$ cat src/design/msd_pkg.sv
package msd_pkg;

    localparam logic [7:0] DIT_BYTE   = 8'h69;
    localparam logic [7:0] DAH_BYTE   = 8'h61;
    localparam logic [7:0] GAP_BYTE   = 8'h20;
    localparam logic [7:0] CODE_START = 8'h01;
    localparam logic [7:0] NO_CHAR    = 8'h00;

    localparam int QUEUE_DEPTH_DEFAULT = 2;

    typedef struct packed {
        logic [7:0] symbol_byte;
        logic       end_of_message;
    } sym_t;

    typedef struct packed {
        logic [7:0] decoded_char;
        logic       message_done;
        logic       overlong;
    } res_t;

    typedef struct packed {
        logic shift_en;
        logic shift_bit;
        logic emit;
        logic eom;
    } op_t;

    typedef struct packed {
        logic full;
        logic empty;
    } q_status_t;

    function automatic logic [7:0] lookup_code(input logic [7:0] code);
        logic [7:0] ch;
        unique case (code)
            8'h06: ch = 8'h61;
            8'h17: ch = 8'h62;
            8'h15: ch = 8'h63;
            8'h0B: ch = 8'h64;
            8'h03: ch = 8'h65;
            8'h1D: ch = 8'h66;
            8'h09: ch = 8'h67;
            8'h1F: ch = 8'h68;
            8'h07: ch = 8'h69;
            8'h18: ch = 8'h6A;
            8'h0A: ch = 8'h6B;
            8'h1B: ch = 8'h6C;
            8'h04: ch = 8'h6D;
            8'h05: ch = 8'h6E;
            8'h08: ch = 8'h6F;
            8'h19: ch = 8'h70;
            8'h12: ch = 8'h71;
            8'h0D: ch = 8'h72;
            8'h0F: ch = 8'h73;
            8'h02: ch = 8'h74;
            8'h0E: ch = 8'h75;
            8'h1E: ch = 8'h76;
            8'h0C: ch = 8'h77;
            8'h16: ch = 8'h78;
            8'h14: ch = 8'h79;
            8'h13: ch = 8'h7A;
            8'h30: ch = 8'h31;
            8'h38: ch = 8'h32;
            8'h3C: ch = 8'h33;
            8'h3E: ch = 8'h34;
            8'h3F: ch = 8'h35;
            8'h2F: ch = 8'h36;
            8'h27: ch = 8'h37;
            8'h23: ch = 8'h38;
            8'h21: ch = 8'h39;
            8'h20: ch = 8'h30;
            8'h6A: ch = 8'h2E;
            8'h73: ch = 8'h3F;
            8'h54: ch = 8'h21;
            8'h29: ch = 8'h28;
            8'h53: ch = 8'h29;
            8'h47: ch = 8'h3A;
            8'h2E: ch = 8'h3D;
            8'h5E: ch = 8'h2D;
            8'h6D: ch = 8'h22;
            8'h4C: ch = 8'h2C;
            8'h61: ch = 8'h27;
            8'h2D: ch = 8'h2F;
            8'h55: ch = 8'h3B;
            8'h72: ch = 8'h5F;
            8'h65: ch = 8'h40;
            8'hFF: ch = 8'h20;
            default: ch = NO_CHAR;
        endcase
        return ch;
    endfunction

endpackage

$ cat src/design/msd_front.sv
module msd_front (
    input  logic               sym_valid,
    output logic               sym_ready,
    input  msd_pkg::sym_t      sym,
    input  msd_pkg::q_status_t q_status,
    output logic               push,
    output msd_pkg::op_t       push_op
);

    logic is_dit;
    logic is_dah;
    logic is_gap;

    assign is_dit = (sym.symbol_byte == msd_pkg::DIT_BYTE);
    assign is_dah = (sym.symbol_byte == msd_pkg::DAH_BYTE);
    assign is_gap = (sym.symbol_byte == msd_pkg::GAP_BYTE);

    always_comb
    begin
        push_op.shift_en  = is_dit | is_dah;
        push_op.shift_bit = is_dit;
        push_op.emit      = is_gap | sym.end_of_message;
        push_op.eom       = sym.end_of_message;
    end

    // drop beats that change nothing
    assign sym_ready = !q_status.full;
    assign push      = sym_valid && sym_ready && (push_op.shift_en || push_op.emit);

endmodule

$ cat src/design/msd_queue.sv
module msd_queue #(
    parameter int DEPTH = msd_pkg::QUEUE_DEPTH_DEFAULT
) (
    input  logic                       clk,
    input  logic                       rst_n,
    input  logic                       push,
    input  msd_pkg::op_t               push_op,
    input  logic                       pop,
    output msd_pkg::op_t               pop_op,
    output msd_pkg::q_status_t         q_status,
    output logic [$clog2(DEPTH+1)-1:0] count
);

    localparam int PTR_W = (DEPTH > 1) ? $clog2(DEPTH) : 1;
    localparam int CNT_W = $clog2(DEPTH + 1);
    localparam logic [PTR_W-1:0] LAST_PTR = PTR_W'(DEPTH - 1);
    localparam logic [CNT_W-1:0] FULL_CNT = CNT_W'(DEPTH);

    msd_pkg::op_t     mem [DEPTH];
    logic [PTR_W-1:0] wr_ptr_reg;
    logic [PTR_W-1:0] wr_ptr_next;
    logic [PTR_W-1:0] rd_ptr_reg;
    logic [PTR_W-1:0] rd_ptr_next;
    logic [CNT_W-1:0] count_reg;
    logic [CNT_W-1:0] count_next;

    always_comb
    begin
        wr_ptr_next = wr_ptr_reg;
        rd_ptr_next = rd_ptr_reg;
        count_next  = count_reg;
        if (push)
        begin
            wr_ptr_next = (wr_ptr_reg == LAST_PTR) ? '0 : wr_ptr_reg + 1'b1;
        end
        if (pop)
        begin
            rd_ptr_next = (rd_ptr_reg == LAST_PTR) ? '0 : rd_ptr_reg + 1'b1;
        end
        if (push && !pop)
        begin
            count_next = count_reg + 1'b1;
        end
        else if (pop && !push)
        begin
            count_next = count_reg - 1'b1;
        end
    end

    always_ff @(posedge clk or negedge rst_n)
    begin
        if (!rst_n)
        begin
            wr_ptr_reg <= '0;
            rd_ptr_reg <= '0;
            count_reg  <= '0;
        end
        else
        begin
            wr_ptr_reg <= wr_ptr_next;
            rd_ptr_reg <= rd_ptr_next;
            count_reg  <= count_next;
        end
    end

    always_ff @(posedge clk)
    begin
        if (push)
        begin
            mem[wr_ptr_reg] <= push_op;
        end
    end

    assign pop_op         = mem[rd_ptr_reg];
    assign q_status.full  = (count_reg == FULL_CNT);
    assign q_status.empty = (count_reg == '0);
    assign count          = count_reg;

endmodule

$ cat src/design/msd_back.sv
module msd_back (
    input  logic               clk,
    input  logic               rst_n,
    input  msd_pkg::q_status_t q_status,
    input  msd_pkg::op_t       pop_op,
    output logic               pop,
    output logic               res_valid,
    input  logic               res_ready,
    output msd_pkg::res_t      res
);

    logic [7:0]    code_shift_reg;
    logic [7:0]    code_shift_next;
    logic          overflow_seen_reg;
    logic          overflow_seen_next;
    logic          res_valid_reg;
    logic          res_valid_next;
    msd_pkg::res_t res_reg;
    msd_pkg::res_t res_next;
    logic [7:0]    code_new;
    logic          ovf_new;
    logic          out_free;

    assign out_free = !res_valid_reg || res_ready;
    assign pop      = !q_status.empty && (!pop_op.emit || out_free);

    always_comb
    begin
        code_new = code_shift_reg;
        ovf_new  = overflow_seen_reg;
        if (pop_op.shift_en)
        begin
            ovf_new  = overflow_seen_reg | code_shift_reg[7];
            code_new = {code_shift_reg[6:0], pop_op.shift_bit};
        end
    end

    always_comb
    begin
        code_shift_next    = code_shift_reg;
        overflow_seen_next = overflow_seen_reg;
        res_valid_next     = res_valid_reg && !res_ready;
        res_next           = res_reg;
        if (pop)
        begin
            code_shift_next    = code_new;
            overflow_seen_next = ovf_new;
            if (pop_op.emit)
            begin
                code_shift_next       = msd_pkg::CODE_START;
                overflow_seen_next    = 1'b0;
                res_valid_next        = 1'b1;
                res_next.decoded_char = ovf_new ? msd_pkg::NO_CHAR
                                                : msd_pkg::lookup_code(code_new);
                res_next.message_done = pop_op.eom;
                res_next.overlong     = ovf_new;
            end
        end
    end

    always_ff @(posedge clk or negedge rst_n)
    begin
        if (!rst_n)
        begin
            code_shift_reg    <= msd_pkg::CODE_START;
            overflow_seen_reg <= 1'b0;
            res_valid_reg     <= 1'b0;
        end
        else
        begin
            code_shift_reg    <= code_shift_next;
            overflow_seen_reg <= overflow_seen_next;
            res_valid_reg     <= res_valid_next;
        end
    end

    always_ff @(posedge clk)
    begin
        res_reg <= res_next;
    end

    assign res_valid = res_valid_reg;
    assign res       = res_reg;

endmodule

$ cat src/design/morse_symbol_decoder_top.sv
// Morse decoder: one text byte a beat, 'i' a dit, 'a' a dah, space or the
// end_of_message flag closes a character and yields one result beat.
// A byte is taken every cycle while the op queue between the classifier and
// the executor has room; a closing byte's op passes a queue entry, then the
// result register. The executor does one op per cycle (shift, lookup or both),
// so the rate is one byte per cycle whenever the result side takes beats.
module morse_symbol_decoder_top #(
    parameter int QUEUE_DEPTH = msd_pkg::QUEUE_DEPTH_DEFAULT
) (
    input  logic          clk,
    input  logic          rst_n,
    input  logic          sym_valid,
    output logic          sym_ready,
    input  msd_pkg::sym_t sym,
    output logic          res_valid,
    input  logic          res_ready,
    output msd_pkg::res_t res
);

    localparam int CNT_W = $clog2(QUEUE_DEPTH + 1);

    msd_pkg::q_status_t q_status;
    msd_pkg::op_t       push_op;
    msd_pkg::op_t       pop_op;
    logic               push;
    logic               pop;
    logic [CNT_W-1:0]   q_count;

    msd_front u_front (
        .sym_valid (sym_valid),
        .sym_ready (sym_ready),
        .sym       (sym),
        .q_status  (q_status),
        .push      (push),
        .push_op   (push_op)
    );

    msd_queue #(
        .DEPTH (QUEUE_DEPTH)
    ) u_queue (
        .clk      (clk),
        .rst_n    (rst_n),
        .push     (push),
        .push_op  (push_op),
        .pop      (pop),
        .pop_op   (pop_op),
        .q_status (q_status),
        .count    (q_count)
    );

    msd_back u_back (
        .clk       (clk),
        .rst_n     (rst_n),
        .q_status  (q_status),
        .pop_op    (pop_op),
        .pop       (pop),
        .res_valid (res_valid),
        .res_ready (res_ready),
        .res       (res)
    );

    a_count_bound: assert property (@(posedge clk) disable iff (!rst_n)
        q_count <= CNT_W'(QUEUE_DEPTH))
        else $error("op queue count beyond depth");

    a_no_pop_empty: assert property (@(posedge clk) disable iff (!rst_n)
        pop |-> !q_status.empty)
        else $error("pop from empty op queue");

    a_no_push_full: assert property (@(posedge clk) disable iff (!rst_n)
        push |-> !q_status.full)
        else $error("push into full op queue");

    a_overlong_zero: assert property (@(posedge clk) disable iff (!rst_n)
        (res_valid && res.overlong) |-> (res.decoded_char == msd_pkg::NO_CHAR))
        else $error("overlong result carries a character");

endmodule

$ cat config.mk
export PLATFORM = sky130hd
export DESIGN_NAME = morse_symbol_decoder_top
export DESIGN_NICKNAME = d
export VERILOG_FILES = /design/src/design/msd_pkg.sv /design/src/design/msd_front.sv /design/src/design/msd_queue.sv /design/src/design/msd_back.sv /design/src/design/morse_symbol_decoder_top.sv
export SDC_FILE = /design/constraint.sdc
export NUM_CORES = 1
export LEC_CHECK = 0
export BUFFER_PORTS_ARGS = -buffer_cell sky130_fd_sc_hd__buf_4
export CORE_MARGIN = 2
export CORE_UTILIZATION = 60
export CTS_CLUSTER_DIAMETER = 200
export DETAILED_ROUTE_END_ITERATION = 6
export PLACE_DENSITY_LB_ADDON = 0.05
export RECOVER_POWER = 100
export SKIP_CTS_REPAIR_TIMING = 1
export SKIP_LAST_GASP = 1
export SYNTH_ARGS = -nofsm -noshare
export SYNTH_HDL_FRONTEND = slang
export SYNTH_SLANG_ARGS = --single-unit
$ cat constraint.sdc
create_clock -name clk -period 3.15 [get_ports clk]
set_clock_uncertainty 0.05 [all_clocks]
set_input_delay 0.1575 -clock clk [delete_from_list [all_inputs] [get_ports clk]]
set_output_delay 0.1575 -clock clk [all_outputs]
set_load 0.01 [all_outputs]
* Word-level counts from Yosys, hierarchy flattened
Memories as Yosys holds them, arrays and structs flattened. A register that Yosys moved wholly into a read port is not among the register bits.
Index checks and enable logic that the tools add are counted.
** Word-level totals
- Register bits after elaboration :: 24
- Bits in writable memories :: 8
- ROM bits :: 1792
- Word-level logic and storage cells :: 53
- Memories :: 2
** Memory list
- (name not given) :: words 256, width 7, rd ports 1, clocked after memory_dff 1, wr ports 0, RTL line msd_pkg.sv:36 : unique case (code)
- u_queue.mem :: words 2, width 4, rd ports 1, clocked after memory_dff 0, wr ports 1, RTL line msd_queue.sv:19 : msd_pkg::op_t mem [DEPTH];
** Operators by class
- Add/subtract/negate cells :: 4
- Equality and inequality tests :: 4
- Mux-type cells :: 12
- Bitwise operators :: 3
- Reduce and logical (&&, ||, !) cells :: 19
** Operators with widths (count)
- 8-bit by 7-bit equality test with 1-bit output, second input constant :: 2
- 8-bit two-way mux :: 2
- 8-bit by 6-bit equality test with 1-bit output, second input constant :: 1
- 1-bit two-way mux :: 8
- 1-bit zero test :: 7
- 1-bit logical AND :: 6
- 2-bit two-way mux :: 2
- 1-bit logical OR :: 3
- 1-bit OR :: 3
- 1-bit adder, second input constant :: 2
- 2-bit by 1-bit adder with 2-bit output, second input constant :: 1
- 2-bit equality test, second input constant :: 1
- 2-bit zero test :: 1
- 2-bit AND reduction :: 1
- 2-bit nonzero test :: 1
- 2-bit by 1-bit subtractor with 2-bit output, second input constant :: 1

* Longest topological paths before layout
- Word-level depth :: 8
- Mapped depth :: 12
- Depth with buffers taken out :: 9

* Cells and area by module
Synthesis repeated with hierarchy kept, for this count alone.
** Second synthesis, totals
- Cells, all modules :: 287
- Area total of the unflattened synthesis :: 2558.7 sq um
** By module, submodules not included
- msd_back :: times used 1, cells each 248, area each 1996.9 sq um, seq. area each 521.8 sq um
- msd_queue :: times used 1, cells each 28, area each 474.2 sq um, seq. area each 340.3 sq um
- msd_front :: times used 1, cells each 11, area each 87.6 sq um, seq. area each 0.0 sq um

* Worst setup path before layout
OpenSTA, ideal clock, no wires.
- Kind :: register to register
- Start :: register u_back.code_shift_reg[0]
- End :: register u_back.res[7] (netlist name)
- Data arrival time :: 2.647 ns
- Data required time :: 2.940 ns
- Path slack :: 0.292 ns
- Stages on the path, launching flop included :: 13
- Path buffers :: 3
- Path through :: dfstp_2 > clkbuf_1 > mux2i_1 > mux2_2 > inv_2 > buf_2 > ha_1 > clkbuf_1 > nand3_1 > or4_1 > nor2_1 > nor3_1 > a41oi_1
** On the way
- Cells in the longest elaborated chain, start to end :: 1
** RTL lines
- from (decl) :: RTL line msd_back.sv:12 : logic [7:0] code_shift_reg;
- from (signal assigned) :: RTL line msd_back.sv:65 : code_shift_reg <= msd_pkg::CODE_START;
- from (signal assigned) :: RTL line msd_back.sv:71 : code_shift_reg <= code_shift_next;
- 8-bit two-way mux :: RTL line msd_back.sv:31 : if (pop_op.shift_en)
No other way between the ends.
A chain may end at the register's enable or synchronous reset.

* Final worst setup path
- Start :: register u_queue.rd_ptr_reg
- End :: register u_back.res[7] (netlist name)
** On the way
- Cells in the longest elaborated chain, start to end :: 5
** RTL lines
- from (decl) :: RTL line msd_queue.sv:22 : logic [PTR_W-1:0] rd_ptr_reg;
- from (signal assigned) :: RTL line msd_queue.sv:61 : rd_ptr_reg <= rd_ptr_next;
- memory 2 x 4 bit (*)
- 1-bit zero test :: RTL line msd_back.sv:25 : assign pop = !q_status.empty && (!pop_op.emit || out_free);
- 1-bit logical OR :: RTL line msd_back.sv:25
- 1-bit logical AND :: RTL line msd_back.sv:25
- 2-bit AND reduction (no source line)
Mark *: on every way between the ends. The rest lies on a longest branch, timed or not.

==> results.md <==
* Bufs on Longest Clock Path at 2
* Outcome: finished clean
* Initial drt markers at ~440
* Syn. warnings at 0
* Port Buffers at 23
* Clk pin slew, worst setup/hold paths at 70 ps
* Post-synthesis cell area at 2720 um2
* Worst skew pair latency at around 300 ps
* Final setup violation count at 0
* GR peak layer: met1
* Hold Fails Final Rpt at 0
* First-pass GRT wire length at 13700 um
* CTS Sinks at 31
* Worst-Margin Slew at 880 ps
* Logic gate share of total power at 64.3%
* Final period util at approximately nine tenths
* Post-synthesis async set-or-reset flop share at between 40% and 50%
* Antenna violations before repair at 0
* Setup CP Type: register to register
* Int Power at 1.49 mW
* Detailed Route WL at between 8000 and 9000 um
* Reg2reg start: u_queue.rd_ptr_reg$_DFFE_PN0P_
* Sw Ratio at between 50% and 60%
* Critical path startpoint category: register
* Critical path peak fanout at 27
* Part of the power in registers at 25.0%
* Hold Path Stages at 1
* Via density at slightly above 7
* Final #Nets at about 360
* Storage cell area at 862 um2
* RSZ-0062 raised after global routing: false
* #FFs+latches synth at 31
* M3 GR Usage at 8.72%
* Vias at about 2800
* Cells after DPL at 382
* Root Buffer: clkbuf_8
* Number of global-route vias before repair at 2671
* FF-to-FF setup slack at between 200 and 300 ps
* Layout Cells excl Fill at roughly 390
* Met1 Usage GRT at between 50% and 60%
* EDFF count, synth at 17
* CP cell instances: mux2_4 -> mux2i_1 -> buf_4 -> nand2_1 -> o2111a_1 -> nor3_1 -> a41oi_1
* Max reg flops at 9
* Die width at 71.3 um
* Routed WL per cell at between 20 and 25 um
* HP Class: primary input to register
* Seq/Total Area, Yosys at 31.8%
* Synth cell types at 70
* Layout cells sized above 1 at 13.3%
* Power density over cell area at between 900 and 1000 nW/um2
* WP data arrival at approximately 2900 ps
* CTS tree: built
* Max-Cap Viols at 0
* Core area at 4350 um2
* CP delay by family, top: multiplexers
* Synthesis-to-finish area growth at 9.77%
* Static Leak at approximately 1.2 nW
* Worst Setup End Kind: register
* Routed Antenna Nets at 0
* CP required at 3130 ps
* H-tree depth at 2
* Min cycle time layout at roughly 2900 ps
* R2r endpoint: u_back.res[7]$_SDFFCE_PN0P_
* FMAX at about 0.35 GHz
* GR Layer Usage met2 at 47.8%
* Clock power share at 10.6%
* Slew headroom at 40.7%
* WHS Endpoint: u_queue.mem[0][0]$_DFFE_PP_
* Total GRT Usage at 34.9%
* Main flop type after synthesis: edfxtp_1
* Mapped Avg Cell Area at about 8.6 um2
* DIE HEIGHT at between 70 and 80 um
* Min-delay src: sym[0]
* Register-to-Register Path Depth at 7
* Routability cong. at between 1 and 1.5
* I/O Pins at 25
* Largest net degree at the start of global routing at 28
* VDD IR max at between 900 and 1000 uV
* GRT overflow at 0
* Delay of the slowest cell on the worst path at 610 ps
* Dpl hpwl at 6010 um
* Num CTS Buffers at 5
* Area occupied by multi-input gates at around 1700 um2
* N_diodes at 0
* Sum of negative setup slack at 0 ps
* Drt drc at 0
* WP buf/inv at 1
* Post-Syn Nets at 335
* Critical Path Slowest Stage Cell: dfrtp_1
* Max Slew Vio Count at 0
* Row count at 24
* Synth Instances at 317
* Initial Util at between 60 and 70%
* DIE AREA at between 5000 and 6000 um2
* Drt pass-1 iters at 5
* Fill count at about 360
* Switching power total at 1.49 mW
## power by group through the flow
stage	Sequential (mW)	Clock, mW	Combinational, mW
after global placement	0.745	0	1.92
final	0.745	0.316	1.92
after global routing	0.764	0.333	2.06
after detailed placement	0.750	0	1.92
after CTS	0.743	0.316	1.93
after floorplan	0.716	0	1.39
## cell families (layout without fill, tap and decap cells)
kind of cell,count (synthesis),count (layout),share of synthesized area [%]
AND/OR/NAND/NOR,111,111,20.0
XOR/XNOR,5,5,1.61
other,1,1,0.138
AO/OA/AOI/OAI,102,102,27.2
flip-flops,31,31,31.8
adder cells (fa/ha/maj),5,5,2.30
multiplexers,25,25,10.9
buffers and inverters,37,59,6.17
## synthesized netlist by cell type, types with 6 or more instances
cell | count | area share, %
a21oi_1 | 10 | 1.8
a31oi_1 | 6 | 1.4
buf_2 | 7 | 1.3
clkbuf_1 | 15 | 2.1
dfrtp_1 | 13 | 12
edfxtp_1 | 17 | 19
inv_1 | 7 | 0.97
mux2i_1 | 15 | 5.5
nand2_1 | 32 | 4.4
nand2b_1 | 10 | 2.3
nand3_1 | 14 | 2.6
nor2_1 | 23 | 3.2
nor3_1 | 11 | 2.0
o211ai_1 | 6 | 1.7
o21ai_0 | 18 | 3.3
o22ai_1 | 12 | 2.8
## metal layers
layer / share of wire, % / vias to the layer above
li1: - / 1255
met1: 43 / 1295
met2: 42 / 210
met3: 11 / 36
met4: 3.7 / 0
met5: 0 / -
## layout by cell type (no fill, tap or decap), types with 4 or more instances in the layout
cell,count
ha_1,5
nor3_1,11
inv_1,8
nand2b_1,10
nand4_1,4
mux2i_1,16
edfxtp_1,17
dfrtp_1,13
a21oi_1,10
a31oi_1,6
o211ai_1,6
a21o_1,4
a22o_1,4
nand3_1,14
clkbuf_1,16
clkbuf_8,5
nor2_1,23
buf_4,23
o21ai_0,19
nand2_1,32
o22ai_1,12
## layout make-up
class,count,area share [%]
timing repair buffer,40,8.27
multi-input combinational,249,56.4
clock buffer,6,2.43
sequential,31,28.9
clock inverter,2,0.378
tap,52,2.18
inverter,11,1.39
## metrics by stage
| step | hold WS [ps] | area, um2 | total power [mW] | setup WS [ps] | util [%] |
|---|---|---|---|---|---|
| after CTS | -348 | 3030 | 2.99 | 315 | 69.6 |
| final | 78.5 | 2980 | 2.98 | 275 | 68.4 |
| after detailed placement | -35.1 | 2950 | 2.67 | 334 | 67.7 |
| after global placement | -38.3 | 2950 | 2.67 | 349 | 67.7 |
| after global routing | 95.3 | 2980 | 3.16 | 118 | 68.4 |
| after floorplan | -188 | 2720 | 2.11 | 292 | - |
## worst max path at each step
stage                                         startpoint                          end  slack, ps  cells past startpoint
global placement          u_queue.rd_ptr_reg$_DFFE_PN0P_  u_back.res[3]$_SDFFCE_PP0P_        350                      7
floorplan           u_back.code_shift_reg[0]$_DFFE_PN1P_  u_back.res[7]$_SDFFCE_PN0P_        290                     12
global route              u_queue.rd_ptr_reg$_DFFE_PN0P_  u_back.res[7]$_SDFFCE_PN0P_        120                      8
finish                    u_queue.rd_ptr_reg$_DFFE_PN0P_  u_back.res[7]$_SDFFCE_PN0P_        270                      7
CTS                       u_queue.rd_ptr_reg$_DFFE_PN0P_  u_back.res[3]$_SDFFCE_PP0P_        310                      8
detailed placement        u_queue.rd_ptr_reg$_DFFE_PN0P_  u_back.res[3]$_SDFFCE_PP0P_        330                      8
Power figures use the tool's default switching activity.
